--- src/design/tlni_pkg.sv ---
// Shared widths, constants and controller/datapath interface types.
package tlni_pkg;

	localparam int unsigned DEG_W          = 5;
	localparam int unsigned COORD_W        = 5;
	localparam int unsigned NODE_W         = 10;
	localparam int unsigned MAX_DEGREE_DEF = 31;
	localparam logic [DEG_W-1:0] DEGREE_RESET = 5'd3;

	typedef struct packed {
		logic load;
		logic eval;
		logic step;
	} cmd_t;

	typedef struct packed {
		logic top_hit;
		logic ring_hit;
	} status_t;

endpackage

--- src/design/tlni_ctrl.sv ---
// Controller state machine for the node index search.
module tlni_ctrl (
	input  logic              clk,
	input  logic              arst_n,
	input  logic              start,
	input  tlni_pkg::status_t status,
	output tlni_pkg::cmd_t    cmd,
	output logic              busy,
	output logic              done
);
	import tlni_pkg::*;

	typedef enum logic [3:0] {
		ST_IDLE = 4'b0001,
		ST_EVAL = 4'b0010,
		ST_RING = 4'b0100,
		ST_DONE = 4'b1000
	} state_t;

	state_t state_q;
	state_t state_d;

	always_comb begin
		state_d = state_q;
		unique case (state_q)
			ST_IDLE: begin
				if (start) state_d = ST_EVAL;
			end
			ST_EVAL: begin
				state_d = status.top_hit ? ST_DONE : ST_RING;
			end
			ST_RING: begin
				if (status.ring_hit) state_d = ST_DONE;
			end
			ST_DONE: begin
				state_d = ST_IDLE;
			end
			default: begin
				state_d = ST_IDLE;
			end
		endcase
	end

	always_ff @(posedge clk or negedge arst_n) begin
		if (!arst_n) begin
			state_q <= ST_IDLE;
		end else begin
			state_q <= state_d;
		end
	end

	assign cmd.load = start && (state_q == ST_IDLE);
	assign cmd.eval = (state_q == ST_EVAL);
	assign cmd.step = (state_q == ST_RING);
	assign busy     = (state_q != ST_IDLE);
	assign done     = (state_q == ST_DONE);

endmodule

--- src/design/tlni_datapath.sv ---
// Datapath: degree register, boundary tests and ring-by-ring interior search.
module tlni_datapath #(
	parameter int unsigned MAX_DEGREE = tlni_pkg::MAX_DEGREE_DEF
) (
	input  logic                          clk,
	input  logic                          arst_n,
	input  logic                          poly_degree_we,
	input  logic [tlni_pkg::DEG_W-1:0]    poly_degree,
	input  logic [tlni_pkg::COORD_W-1:0]  row_i,
	input  logic [tlni_pkg::COORD_W-1:0]  col_j,
	input  tlni_pkg::cmd_t                cmd,
	output tlni_pkg::status_t             status,
	output logic [tlni_pkg::NODE_W-1:0]   node_index,
	output logic                          out_of_range
);
	import tlni_pkg::*;

	localparam logic [DEG_W:0] MAX_DEG_W = (DEG_W + 1)'(MAX_DEGREE);

	logic [DEG_W-1:0]   degree_q;
	logic [COORD_W-1:0] i_q;
	logic [COORD_W-1:0] j_q;
	logic [DEG_W-1:0]   d_q;
	logic [COORD_W-1:0] ri_q;
	logic [COORD_W-1:0] rj_q;
	logic [DEG_W-1:0]   vd_q;
	logic [NODE_W-1:0]  chk_q;
	logic [NODE_W-1:0]  node_q;
	logic               oor_q;

	logic [DEG_W-1:0]   deg_sat;
	logic [COORD_W:0]   sum_ij;
	logic               oor;
	logic [NODE_W-1:0]  i10;
	logic [NODE_W-1:0]  j10;
	logic [NODE_W-1:0]  d10;
	logic               top_hit;
	logic [NODE_W-1:0]  top_node;

	logic               ring_fail;
	logic [COORD_W-1:0] ni;
	logic [COORD_W-1:0] nj;
	logic [DEG_W-1:0]   nv;
	logic [NODE_W-1:0]  ni10;
	logic [NODE_W-1:0]  nj10;
	logic [NODE_W-1:0]  nv10;
	logic               ring_hit;
	logic [NODE_W-1:0]  ring_node;
	logic [NODE_W-1:0]  chk_next;

	assign deg_sat = ({1'b0, degree_q} > MAX_DEG_W) ? MAX_DEG_W[DEG_W-1:0] : degree_q;

	// boundary tests
	assign sum_ij = {1'b0, i_q} + {1'b0, j_q};
	assign oor    = sum_ij > {1'b0, d_q};
	assign i10    = NODE_W'(i_q);
	assign j10    = NODE_W'(j_q);
	assign d10    = NODE_W'(d_q);

	always_comb begin
		top_hit  = 1'b1;
		top_node = '0;
		priority if (oor) begin
			top_node = '0;
		end else if (i_q == '0 && j_q == '0) begin
			top_node = '0;
		end else if (j_q == d_q) begin
			top_node = NODE_W'(1);
		end else if (i_q == d_q) begin
			top_node = NODE_W'(2);
		end else if (sum_ij == {1'b0, d_q}) begin
			top_node = d10 + i10 + NODE_W'(1);
		end else if (j_q == '0) begin
			top_node = NODE_W'(3) * d10 - i10;
		end else if (i_q == '0) begin
			top_node = j10 + NODE_W'(2);
		end else begin
			top_hit  = 1'b0;
			top_node = '0;
		end
	end

	// one ring per step
	assign ring_fail = (vd_q < DEG_W'(3)) || (ri_q == '0) || (rj_q == '0);
	assign ni        = ri_q - COORD_W'(1);
	assign nj        = rj_q - COORD_W'(1);
	assign nv        = vd_q - DEG_W'(3);
	assign ni10      = NODE_W'(ni);
	assign nj10      = NODE_W'(nj);
	assign nv10      = NODE_W'(nv);
	assign chk_next  = chk_q + NODE_W'(3) * nv10;

	always_comb begin
		ring_hit  = 1'b1;
		ring_node = '0;
		priority if (ring_fail) begin
			ring_node = '0;
		end else if (ni == '0 && nj == '0) begin
			ring_node = chk_q + NODE_W'(1);
		end else if (ni == '0 && DEG_W'(nj) == nv) begin
			ring_node = chk_q + NODE_W'(2);
		end else if (DEG_W'(ni) == nv && nj == '0) begin
			ring_node = chk_q + NODE_W'(3);
		end else if (ni == '0) begin
			ring_node = chk_q + nj10 + NODE_W'(3);
		end else if (nj == '0) begin
			ring_node = chk_q + (nv10 - ni10) + NODE_W'(2) * nv10 + NODE_W'(1);
		end else if (ni10 + nj10 == nv10) begin
			ring_node = chk_q + nv10 + ni10 + NODE_W'(2);
		end else begin
			ring_hit  = 1'b0;
			ring_node = '0;
		end
	end

	always_ff @(posedge clk or negedge arst_n) begin
		if (!arst_n) begin
			degree_q <= DEGREE_RESET;
		end else if (poly_degree_we) begin
			degree_q <= poly_degree;
		end
	end

	always_ff @(posedge clk) begin
		if (cmd.load) begin
			i_q <= row_i;
			j_q <= col_j;
			d_q <= deg_sat;
		end
		if (cmd.eval) begin
			node_q <= top_node;
			oor_q  <= oor;
			ri_q   <= i_q;
			rj_q   <= j_q;
			vd_q   <= d_q;
			chk_q  <= NODE_W'(3) * d10 - NODE_W'(1);
		end
		if (cmd.step) begin
			if (ring_hit) begin
				node_q <= ring_node;
				oor_q  <= 1'b0;
			end else begin
				ri_q  <= ni;
				rj_q  <= nj;
				vd_q  <= nv;
				chk_q <= chk_next;
			end
		end
	end

	assign status.top_hit  = top_hit;
	assign status.ring_hit = ring_hit;
	assign node_index      = node_q;
	assign out_of_range    = oor_q;

endmodule

--- src/design/triangle_lattice_node_index.sv ---
// Top level of the triangle lattice node index block.
//
// A point (row_i, col_j) is taken at a clock edge where start is high and busy is low.
// Corner, edge and out-of-range points go from the evaluate state straight to done; an interior
// point on ring r (r = 1 for the first ring inside the edges) goes to the ring search loop,
// which steps inward one ring at a time until it reaches ring r, then to done. node_index and
// out_of_range are valid only in the single cycle where done is high and must be taken
// then. busy stays high through the done cycle; the next point may start in the cycle
// after it. poly_degree is to be written only while busy is low; the block does not enforce it.
module triangle_lattice_node_index #(
	parameter int unsigned MAX_DEGREE = tlni_pkg::MAX_DEGREE_DEF
) (
	input  logic                          clk,
	input  logic                          arst_n,
	input  logic                          poly_degree_we,
	input  logic [tlni_pkg::DEG_W-1:0]    poly_degree,
	input  logic                          start,
	output logic                          busy,
	input  logic [tlni_pkg::COORD_W-1:0]  row_i,
	input  logic [tlni_pkg::COORD_W-1:0]  col_j,
	output logic                          done,
	output logic [tlni_pkg::NODE_W-1:0]   node_index,
	output logic                          out_of_range
);
	import tlni_pkg::*;

	cmd_t    cmd;
	status_t status;

	tlni_ctrl u_ctrl (
		.clk    (clk),
		.arst_n (arst_n),
		.start  (start),
		.status (status),
		.cmd    (cmd),
		.busy   (busy),
		.done   (done)
	);

	tlni_datapath #(
		.MAX_DEGREE (MAX_DEGREE)
	) u_datapath (
		.clk            (clk),
		.arst_n         (arst_n),
		.poly_degree_we (poly_degree_we),
		.poly_degree    (poly_degree),
		.row_i          (row_i),
		.col_j          (col_j),
		.cmd            (cmd),
		.status         (status),
		.node_index     (node_index),
		.out_of_range   (out_of_range)
	);

endmodule

--- config.mk ---
export PLATFORM = sky130hd
export DESIGN_NAME = triangle_lattice_node_index
export DESIGN_NICKNAME = d
export VERILOG_FILES = /design/src/design/tlni_pkg.sv /design/src/design/tlni_ctrl.sv /design/src/design/tlni_datapath.sv /design/src/design/triangle_lattice_node_index.sv
export SDC_FILE = /design/constraint.sdc
export NUM_CORES = 1
export LEC_CHECK = 0
export BUFFER_PORTS_ARGS = -buffer_cell sky130_fd_sc_hd__buf_2
export CORE_ASPECT_RATIO = 1.4
export CORE_UTILIZATION = 55
export CTS_CLUSTER_SIZE = 8
export DETAILED_ROUTE_END_ITERATION = 8
export HOLD_SLACK_MARGIN = 0.03
export PLACE_DENSITY = 0.78
export SLEW_MARGIN = 20
export SYNTH_ARGS = -nofsm -noshare
export SYNTH_HDL_FRONTEND = slang
export SYNTH_SLANG_ARGS = --single-unit
--- constraint.sdc ---
create_clock -name clk -period 5.18 [get_ports clk]
set_input_delay 1.554 -clock clk [delete_from_list [all_inputs] [get_ports clk]]
set_output_delay 1.554 -clock clk [all_outputs]
set_load 0.02 [all_outputs]
==> impl_metrics.yaml, run 1 <==
yosys:
  synth_most_common_cell: "ha_1"
  synthTopCellsByArea: "ha_1 16%, dfxtp_1 10%, xnor2_1 7.0%"
  netlist.area_leader.share_pct: 16.4
  yosys-top-cells-count: "91 x ha_1, 67 x inv_1, 66 x nand2_1"
  synth_seq_cells: 60
  synthFlopType: "dfxtp_1"
  syn_area_mm2: 0.00696
  seq_area_frac_synth_pct: 20.1
  ys_async_sr_fraction_pct: 15.0
  synth_edf_count: 15
  synth_warnings: 0
  syn_area_per_cell_um2: 8.44
  postSynthCellCount: 824
  yosysUniqueCellTypes: 83
  synth_top_area_cell: "ha_1"
  syn_nets: 954
global_route:
  grt_usage_pct: 31.6
  grt_pass1_wl_um: 32200
  grt_overflow: 0
  grt_max_degree: 34
  antenna_found_initial: 0
  grt_pass1_vias: 6441
min_path:
  hold_start: "u_datapath.deg_sat[3]"
  hold_path_class: "register to register"
timing:
  fin_setup_tns_ns: 0
  fmax_mhz: 207
  fin_crit_sh_pct: 93.5
  worst_pin_slew_ns: 0.775
  setup_viol: 0
  slew_viol_final: 0
  hold_viol: 0
  skew_ns: 0.00825
  max-slew-margin-rel_pct: 48.2
  fin_crit_ns: 4.84
  grt_setup_unrepaired: "false"
cts:
  cts_buffers: 9
  post_cts_resized: 0
  cts_tree: "done"
  clock_path_buffers: 2
  htreeDepth: 3
  path_clk_slew_ns: 0.06
  cts_root_buf: "clkbuf_16"
  postCtsHoldBufs: 0
  cts.sinks: 60
  post_cts_buffers: 0
  insertion_delay_ns: 0.34
layout:
  nNetsFinal: 980
  area_growth_pct: 9.15
  drive_above_1_share_pct: 10.2
  fillerInstances: 1070
  diodes: 0
drt:
  first_iter_violations: 422
  dr.pass1.iters: 5
  drc: 0
  vias: 6449
  wl_um: 20300
  antenna_left: 0
  vias_per_cell: 6.42
  wire_per_inst_um: 20.2
floorplan:
  die_x_um: 97.1
  start_util_pct: 56.5
  die_area_mm2: 0.0131
  die_height_um: 135
  std_cell_rows: 48
  io_pins: 32
  core_mm2: 0.0123
worst_setup_path:
  critPathCaptureType: "register"
  r2r-start: "u_datapath.vd_q[0]"
  cp_max_fo: 7
  path_class: "register to register"
  crit_required_ns: 5.41
  crit_start: "u_datapath.vd_q[0]"
  cp.arrival_ns: 5.07
  cp-start-kind: "register"
status:
  status: "complete, no violations"
flow_run:
  max_cap_viol_count: 0
placement:
  dp_hpwl_um: 15800
  io_buffer_count: 31
  gp_congestion: 0.979
==> metrics by stage <==
stage	hold WS, ns	worst slack [ns]	std cells	area, µm²	utilization [%]
floorplan	0.421	0.791	824	6960	-
global placement	0.430	0.422	989	7260	59.0
detailed placement	0.440	0.314	989	7260	59.0
CTS	0.459	0.311	1005	7590	61.6
global route	0.465	0.0345	1005	7590	61.7
finish	0.456	0.339	1005	7590	61.7
==> layer usage <==
layer | GRT usage [%] | vias up | part of all wire [%]
met5 | 0 | - | 0
met4 | 23.6 | 0 | 6.8
met3 | 4.40 | 97 | 5.7
met2 | 55.6 | 274 | 50
met1 | 34.6 | 3047 | 38
li1 | - | 3031 | -
==> kinds of logic after synthesis <==
kind of cell	after synthesis	synth area share [%]
DFF	60	20.1
muxes	8	1.24
adders and majority gates	111	22.1
and+or+nand+nor	222	16.1
AOI/OAI and AO/OA	240	23.1
buffers and inverters	90	4.98
xor gates and xnor gates	93	12.3
==> path summary, 6_finish.rpt <==
kind                            slack, ns                       end  cells after the start
min in group asynchronous            1.06     u_datapath.deg_sat[3]                      1
worst min-delay path                 0.46         u_datapath.d_q[3]                      0
max in group asynchronous            3.86         u_ctrl.state_q[0]                      1
worst max-delay path                 0.34  u_datapath.node_index[8]                     20
worst min register to register       0.46         u_datapath.d_q[3]                      0
worst max register to register       0.34  u_datapath.node_index[8]                     20
==> area by class of cell <==
class	instances	area, µm²	share of cell area, %
Clock inverter	7	98.8	1.30
Inverter	67	251	3.31
Tap cell	150	188	2.47
Clock buffer	9	225	2.97
Multi-Input combinational cell	674	5220	68.8
Timing Repair Buffer	38	208	2.73
Sequential cell	60	1400	18.4
==> placed cells by master (no fill, tap or decap), drive strengths merged, types with 8 or more instances in the layout <==
master  instances
o21bai         10
a211oi         12
nor2           57
xnor2          57
clkbuf          9
o211ai         14
buf            38
dfxtp          36
nor2b          10
edfxtp         15
a21oi          65
nand2          66
and3            8
a21o           21
a31oi          13
o21ai          44
fa             20
nor3           19
nand3          19
ha             91
inv            68
xor2           34
==> sequential cells by signal, indices dropped and copies added, names as in the netlist <==
name                     count
u_datapath.chk_q            10
u_datapath.node_index       10
u_datapath.d_q               5
u_datapath.deg_sat           5
u_datapath.i_q               5
u_datapath.j_q               5
u_datapath.ri_q              5
u_datapath.rj_q              5
u_datapath.vd_q              5
u_ctrl.state_q               4
u_datapath.out_of_range      1
==> worst max-delay path, stage by stage (launching register included) <==
cell	delay (ns)
dfxtp_1	0.49
inv_1	0.21
ha_1	0.40
inv_1	0.27
ha_1	0.35
nor2b_1	0.16
o21a_1	0.19
o21ai_0	0.21
nand2b_1	0.09
a21o_1	0.21
fa_1	0.48
inv_1	0.04
ha_1	0.35
nand3_1	0.09
o211ai_1	0.11
o41ai_1	0.35
xnor2_1	0.11
a21oi_1	0.15
a22o_1	0.14
nand3_1	0.08
a31o_2	0.26
Power of run 1 is left out: the tool's default activity adds up to more than one toggle a clock period on the data nets, which glitch-free logic cannot reach.
==> run 2, diff against run 1 <==
--- a/config.mk
+++ b/config.mk
@@ -15,4 +15,5 @@
 export SLEW_MARGIN = 20
 export SYNTH_ARGS = -nofsm -noshare
 export SYNTH_HDL_FRONTEND = slang
+export SYNTH_HIERARCHICAL = 1
 export SYNTH_SLANG_ARGS = --single-unit
==> constraint.sdc (replaced) <==
create_clock -name clk -period 4.5 [get_ports clk]
set_input_delay 1.35 -clock clk [delete_from_list [all_inputs] [get_ports clk]]
set_output_delay 1.35 -clock clk [all_outputs]
set_load 0.02 [all_outputs]
==> run 2 against run 1 <==
Against the previous run: maximum frequency up 15%; core utilization up 0.41 points; worst setup slack got worse by 0.059 ns; count of clock-buffer cells in the layout increased by 2; synthesized cell count shrank 0.97%; first-iteration DRC count down 7.8%; non-clock buffer count increased by 18; routed wire length about the same; area after synthesis increased by 0.34%; critical path depth decreased by 2.
==> impl_metrics.yaml, run 2 <==
status:
  status: "complete, no violations"
layout:
  area_growth_pct: 10.0
  drive_above_1_share_pct: 12.4
  diodes: 0
  final_cell_mix: "82 x ha_1, 68 x inv_1, 64 x nand2_1, 54 x xnor2_1, 52 x a21oi_1"
  final_area_mm2: 0.00768
  layout_commonest_cell: "ha_1"
  fillerInstances: 1088
  nNetsFinal: 972
  finalNonFillerCells: 1002
timing:
  worst_pin_slew_ns: 0.932
  fin_setup_tns_ns: 0
  hold_viol: 0
  slew_viol_final: 0
  setup_viol: 0
  grt_setup_unrepaired: "false"
  fmax_mhz: 237
  fin_crit_ns: 4.22
  skew_ns: 0.0126
  fin_crit_sh_pct: 93.8
  max-slew-margin-rel_pct: 37.5
drt:
  wl_um: 20300
  first_iter_violations: 389
  vias: 6383
  vias_per_cell: 6.37
  antenna_left: 0
  drc: 0
  wire_per_inst_um: 20.3
  dr.pass1.iters: 5
yosys:
  postSynthCellCount: 816
  syn_nets: 941
  synth_top_area_cell: "ha_1"
  netlist.area_leader.share_pct: 14.9
  syn_area_per_cell_um2: 8.56
  yosysUniqueCellTypes: 84
  syn_area_mm2: 0.00698
  synthTopCellsByArea: "ha_1 15%, dfxtp_1 10%, xnor2_1 6.8%"
  ys_async_sr_fraction_pct: 15.0
  synth_edf_count: 15
  yosys-top-cells-count: "83 x ha_1, 68 x inv_1, 64 x nand2_1"
  synth_most_common_cell: "ha_1"
  synth_warnings: 6
  synthFlopType: "dfxtp_1"
  seq_area_frac_synth_pct: 20.1
  synth_seq_cells: 60
floorplan:
  die_height_um: 135
  std_cell_rows: 48
  start_util_pct: 56.4
  io_pins: 32
  die_x_um: 97.2
  die_area_mm2: 0.0132
  core_mm2: 0.0124
worst_setup_path:
  cp.arrival_ns: 4.45
  path_class: "register to register"
  crit_family: "compound AO/OA/AOI/OAI gates"
  cpMostUsedCell: "inv_1"
  cp_max_fo: 4
  crit_required_ns: 4.73
  critPathCaptureType: "register"
  crit_buf_inv: 4
  crit_chain: "inv_1, ha_1, nor3b_2, xnor2_1, inv_1, a22oi_1, a21oi_1, inv_1, fa_1, inv_1, ha_1, o21a_1, a2111oi_1, nor3_1, xor2_1, a221oi_1, o211ai_1, a31o_1"
  cp-start-kind: "register"
  worst_path_largest_cell_delay_ns: 0.48
  cpMaxStageDelayCell: "fa_1"
placement:
  dp_cells: 986
  dp_hpwl_um: 16200
  io_buffer_count: 31
  dpl_cell_area_mm2: 0.00736
  gp_congestion: 1.03
cts:
  clock_path_buffers: 2
  path_clk_slew_ns: 0.06
  cts_tree: "done"
  cts_buffers: 9
  htreeDepth: 3
  post_cts_buffers: 0
  insertion_delay_ns: 0.34
  cts_root_buf: "clkbuf_16"
  cts.sinks: 60
global_route:
  grt_pass1_wl_um: 32200
  grt_overflow: 0
  grt_usage_pct: 31.6
  grt_max_degree: 32
  grt_pass1_vias: 6347
  antenna_found_initial: 0
flow_run:
  max_cap_viol_count: 0
min_path:
  hold_path_class: "register to register"
[run 2: cell type report]
class                           instances  area, µm²  share of cell area, %
Multi-Input combinational cell        650       5160                   67.2
Sequential cell                        60       1400                   18.3
Timing Repair Buffer                   56        355                   4.63
Inverter                               70        263                   3.42
Clock buffer                           11        254                   3.31
Tap cell                              150        188                   2.44
Clock inverter                          5       58.8                  0.765
[run 2: per-stage QoR]
step	setup slack (ns)	hold slack, ns	utilization, %
2_1_floorplan	0.0950	0.421	-
3_3_place_gp	0.342	0.431	59.5
3_5_place_dp	0.212	0.430	59.5
4_1_cts	0.195	0.454	62.0
5_1_grt	0.0156	0.468	62.1
6_report	0.280	0.453	62.1
[run 2: path summary, 6_finish.rpt]
check                                       from                        to  slack (ns)  depth (start not counted)
setup / recovery              u_datapath/ri_q[0]  u_datapath/node_index[8]        0.28                         18
hold / removal             u_datapath/deg_sat[4]         u_datapath/d_q[4]        0.45                          0
setup reg to reg              u_datapath/ri_q[0]  u_datapath/node_index[8]        0.28                         18
hold reg to reg            u_datapath/deg_sat[4]         u_datapath/d_q[4]        0.45                          0
max in group asynchronous                 arst_n     u_datapath/deg_sat[0]        3.40                          1
min in group asynchronous                 arst_n         u_ctrl/state_q[1]        0.86                          1
[run 2: logic make-up (layout without fill, tap and decap cells)]
logic type / Yosys count / count (layout) / synth area share (%)
fa+ha+maj: 106 / 106 / 21.5
xor+xnor: 86 / 86 / 11.8
flops: 60 / 60 / 20.1
simple gates: 217 / 217 / 16.0
mux: 22 / 22 / 3.35
compound gates: 219 / 219 / 21.2
buf+inv: 106 / 142 / 6.16
[run 2: metal layers]
| layer | GRT usage, % | share of wire [%] | up-vias |
|---|---|---|---|
| li1 | - | - | 3011 |
| met5 | 0 | 0 | - |
| met1 | 33.3 | 37 | 3025 |
| met3 | 4.23 | 4.8 | 92 |
| met4 | 26.8 | 7.7 | 0 |
| met2 | 56.0 | 50 | 255 |
[run 2: timing repair]
action / CTS / global route
endpoints found under the setup margin: 0 / 2
hold buffers: 0 / 0
gates resized for setup: 0 / 4
Power of run 2 is left out for the same reason.
==> run 3, diff against run 2 <==
--- a/config.mk
+++ b/config.mk
@@ -5,13 +5,14 @@
 export SDC_FILE = /design/constraint.sdc
 export NUM_CORES = 1
 export LEC_CHECK = 0
+export ABC_AREA = 1
 export BUFFER_PORTS_ARGS = -buffer_cell sky130_fd_sc_hd__buf_2
 export CORE_ASPECT_RATIO = 1.4
 export CORE_UTILIZATION = 55
 export CTS_CLUSTER_SIZE = 8
 export DETAILED_ROUTE_END_ITERATION = 8
 export HOLD_SLACK_MARGIN = 0.03
-export PLACE_DENSITY = 0.78
+export PLACE_DENSITY = 0.77
 export SLEW_MARGIN = 20
 export SYNTH_ARGS = -nofsm -noshare
 export SYNTH_HDL_FRONTEND = slang
==> run 3 against run 2 <==
Against the previous run: core utilization shrank 0.88 points; first-iteration DRC count grew 28%; area after synthesis up 2.7%; hold slack worse by 0.0018 ns; die area grew 2.7%; highest routed layer unchanged; count of clock-buffer cells in the layout increased by 4; flip-flop and latch count unchanged; global-route usage down 0.37 points; register-to-register slack improved by 0.15 ns; maximum frequency grew 3.7%; final cell count up 23%; critical path type unchanged; final area up 1.6%.
==> impl_metrics.yaml, run 3 <==
timing:
  hold_viol: 0
  fin_setup_tns_ns: 0
  grt_setup_unrepaired: "false"
  fin_crit_sh_pct: 90.4
  worst_pin_slew_ns: 0.838
  fmax_mhz: 246
  max-slew-margin-rel_pct: 44.1
  slew_viol_final: 0
  skew_ns: 0.00711
  hold_slack_ns: 0.451
  fin_crit_ns: 4.07
  setup_viol: 0
global_route:
  grt_pass1_wl_um: 32700
  grt_usage_pct: 31.3
  grt_max_degree: 39
  antenna_found_initial: 0
  grt_overflow: 0
  grt_pass1_vias: 6979
yosys:
  muxShareOfSynthArea_pct: 0.785
  synthFlopType: "dfxtp_1"
  synthTopCellsByArea: "ha_1 14%, nand2_1 14%, dfxtp_1 10%"
  seq_area_frac_synth_pct: 19.5
  synth_most_common_cell: "nand2_1"
  yosys-top-cells-count: "263 x nand2_1, 156 x inv_1, 83 x ha_1"
  syn_area_mm2: 0.00717
  syn_nets: 1175
  synth_edf_count: 15
  synthSimpleGateAreaFrac_pct: 26.1
  synth_warnings: 6
  synth_seq_cells: 60
  syn_area_per_cell_um2: 6.83
  synth_fa_ha_area_share_pct: 20.9
  synth_top_area_cell: "ha_1"
  synth_top_family_by_area: "simple AND/OR/NAND/NOR gates"
  yosysUniqueCellTypes: 45
  netlist.area_leader.share_pct: 14.5
  ys_async_sr_fraction_pct: 15.0
  synth_compound_area_share_pct: 14.0
  postSynthCellCount: 1050
  synth_xor_area_share_pct: 8.06
floorplan:
  die_height_um: 137
  die_x_um: 98.5
  die_area_mm2: 0.0135
  io_pins: 32
  core_mm2: 0.0128
  std_cell_rows: 49
  start_util_pct: 56.2
placement:
  dp_hpwl_um: 16100
  dpl_cell_area_mm2: 0.00744
  gp_congestion: 0.923
  io_buffer_count: 31
  dp_cells: 1216
min_path:
  min_delay_path_depth: 0
  hold_path_class: "register to register"
worst_setup_path:
  crit_required_ns: 4.78
  cp.arrival_ns: 4.35
  cp_max_fo: 5
  cp-start-kind: "register"
  critPathCaptureType: "register"
  worst_path_largest_cell_delay_ns: 0.51
  cpMostUsedCell: "nand2_1"
  r2r_cells: 27
  cpMaxStageDelayCell: "fa_1"
  crit_buf_inv: 3
  cp.depth: 27
  crit_family: "adder cells"
  path_class: "register to register"
cts:
  cts.sinks: 60
  path_clk_slew_ns: 0.05
  cts_root_buf: "clkbuf_16"
  post_cts_resized: 0
  postCtsHoldBufs: 0
  cts_buffers: 9
  cts_tree: "done"
  clock_path_buffers: 2
  insertion_delay_ns: 0.33
  htreeDepth: 3
  post_cts_buffers: 0
status:
  status: "complete, no violations"
drt:
  first_iter_violations: 498
  dr.pass1.iters: 7
  antenna_left: 0
  wl_um: 20200
  wire_per_inst_um: 16.4
  vias: 7071
  drc: 0
  vias_per_cell: 5.74
layout:
  diodes: 0
  nNetsFinal: 1199
  drive_above_1_share_pct: 8.16
  finalNonFillerCells: 1232
  final_area_mm2: 0.00781
  final_cell_mix: "263 x nand2_1, 156 x inv_1, 83 x ha_1, 68 x nor2_1, 64 x nand3_1"
  layout_commonest_cell: "nand2_1"
  area_growth_pct: 8.86
  fillerInstances: 1171
flow_run:
  max_cap_viol_count: 0
==> run 3: cells by family (layout without fill, tap and decap cells) <==
logic type / count (synthesis) / count (layout)
AND/OR/NAND/NOR: 442 / 442
buffers and inverters: 191 / 220
AO/OA/AOI/OAI: 180 / 180
adder cells (fa/ha/maj): 106 / 106
XOR/XNOR: 66 / 66
flip-flops: 60 / 60
multiplexers: 5 / 5
==> run 3: per-stage QoR <==
| step | utilization, % | setup slack [ns] |
|---|---|---|
| 2_1_floorplan | - | 0.677 |
| 3_3_place_gp | 58.3 | 0.543 |
| 3_5_place_dp | 58.3 | 0.428 |
| 4_1_cts | 61.1 | 0.417 |
| 5_1_grt | 61.2 | 0.0232 |
| 6_report | 61.2 | 0.430 |
==> run 3: final timing paths <==
check	startpoint	endpoint	slack, ns
max	u_datapath/ri_q[0]	u_datapath/node_index[8]	0.43
min in group asynchronous	arst_n	u_ctrl/state_q[3]	0.86
min reg2reg	u_datapath/deg_sat[3]	u_datapath/d_q[3]	0.45
max reg2reg	u_datapath/ri_q[0]	u_datapath/node_index[8]	0.43
min	u_datapath/deg_sat[3]	u_datapath/d_q[3]	0.45
max in group asynchronous	arst_n	u_datapath/deg_sat[0]	3.38
==> run 3: area by class of cell <==
type | count | area [µm²] | area share, %
clock buffer | 15 | 330 | 4.23
clock inverter | 1 | 30.0 | 0.385
inverter | 164 | 616 | 7.89
timing repair buffer | 40 | 223 | 2.85
tap | 153 | 191 | 2.45
multi-input combinational | 799 | 5020 | 64.3
sequential | 60 | 1400 | 17.9
==> run 3: routing by layer <==
layer  GRT usage (%)  part of all wire (%)  wire length [µm]  up-vias
met2            58.9                    51             10400      257
met1            31.6                    37              7370     3249
met3            3.52                   5.1              1020       93
met5               0                     0                 0        -
met4            23.7                   7.0              1410        0
li1                -                     -                 -     3472
Power of run 3 is left out for the same reason.
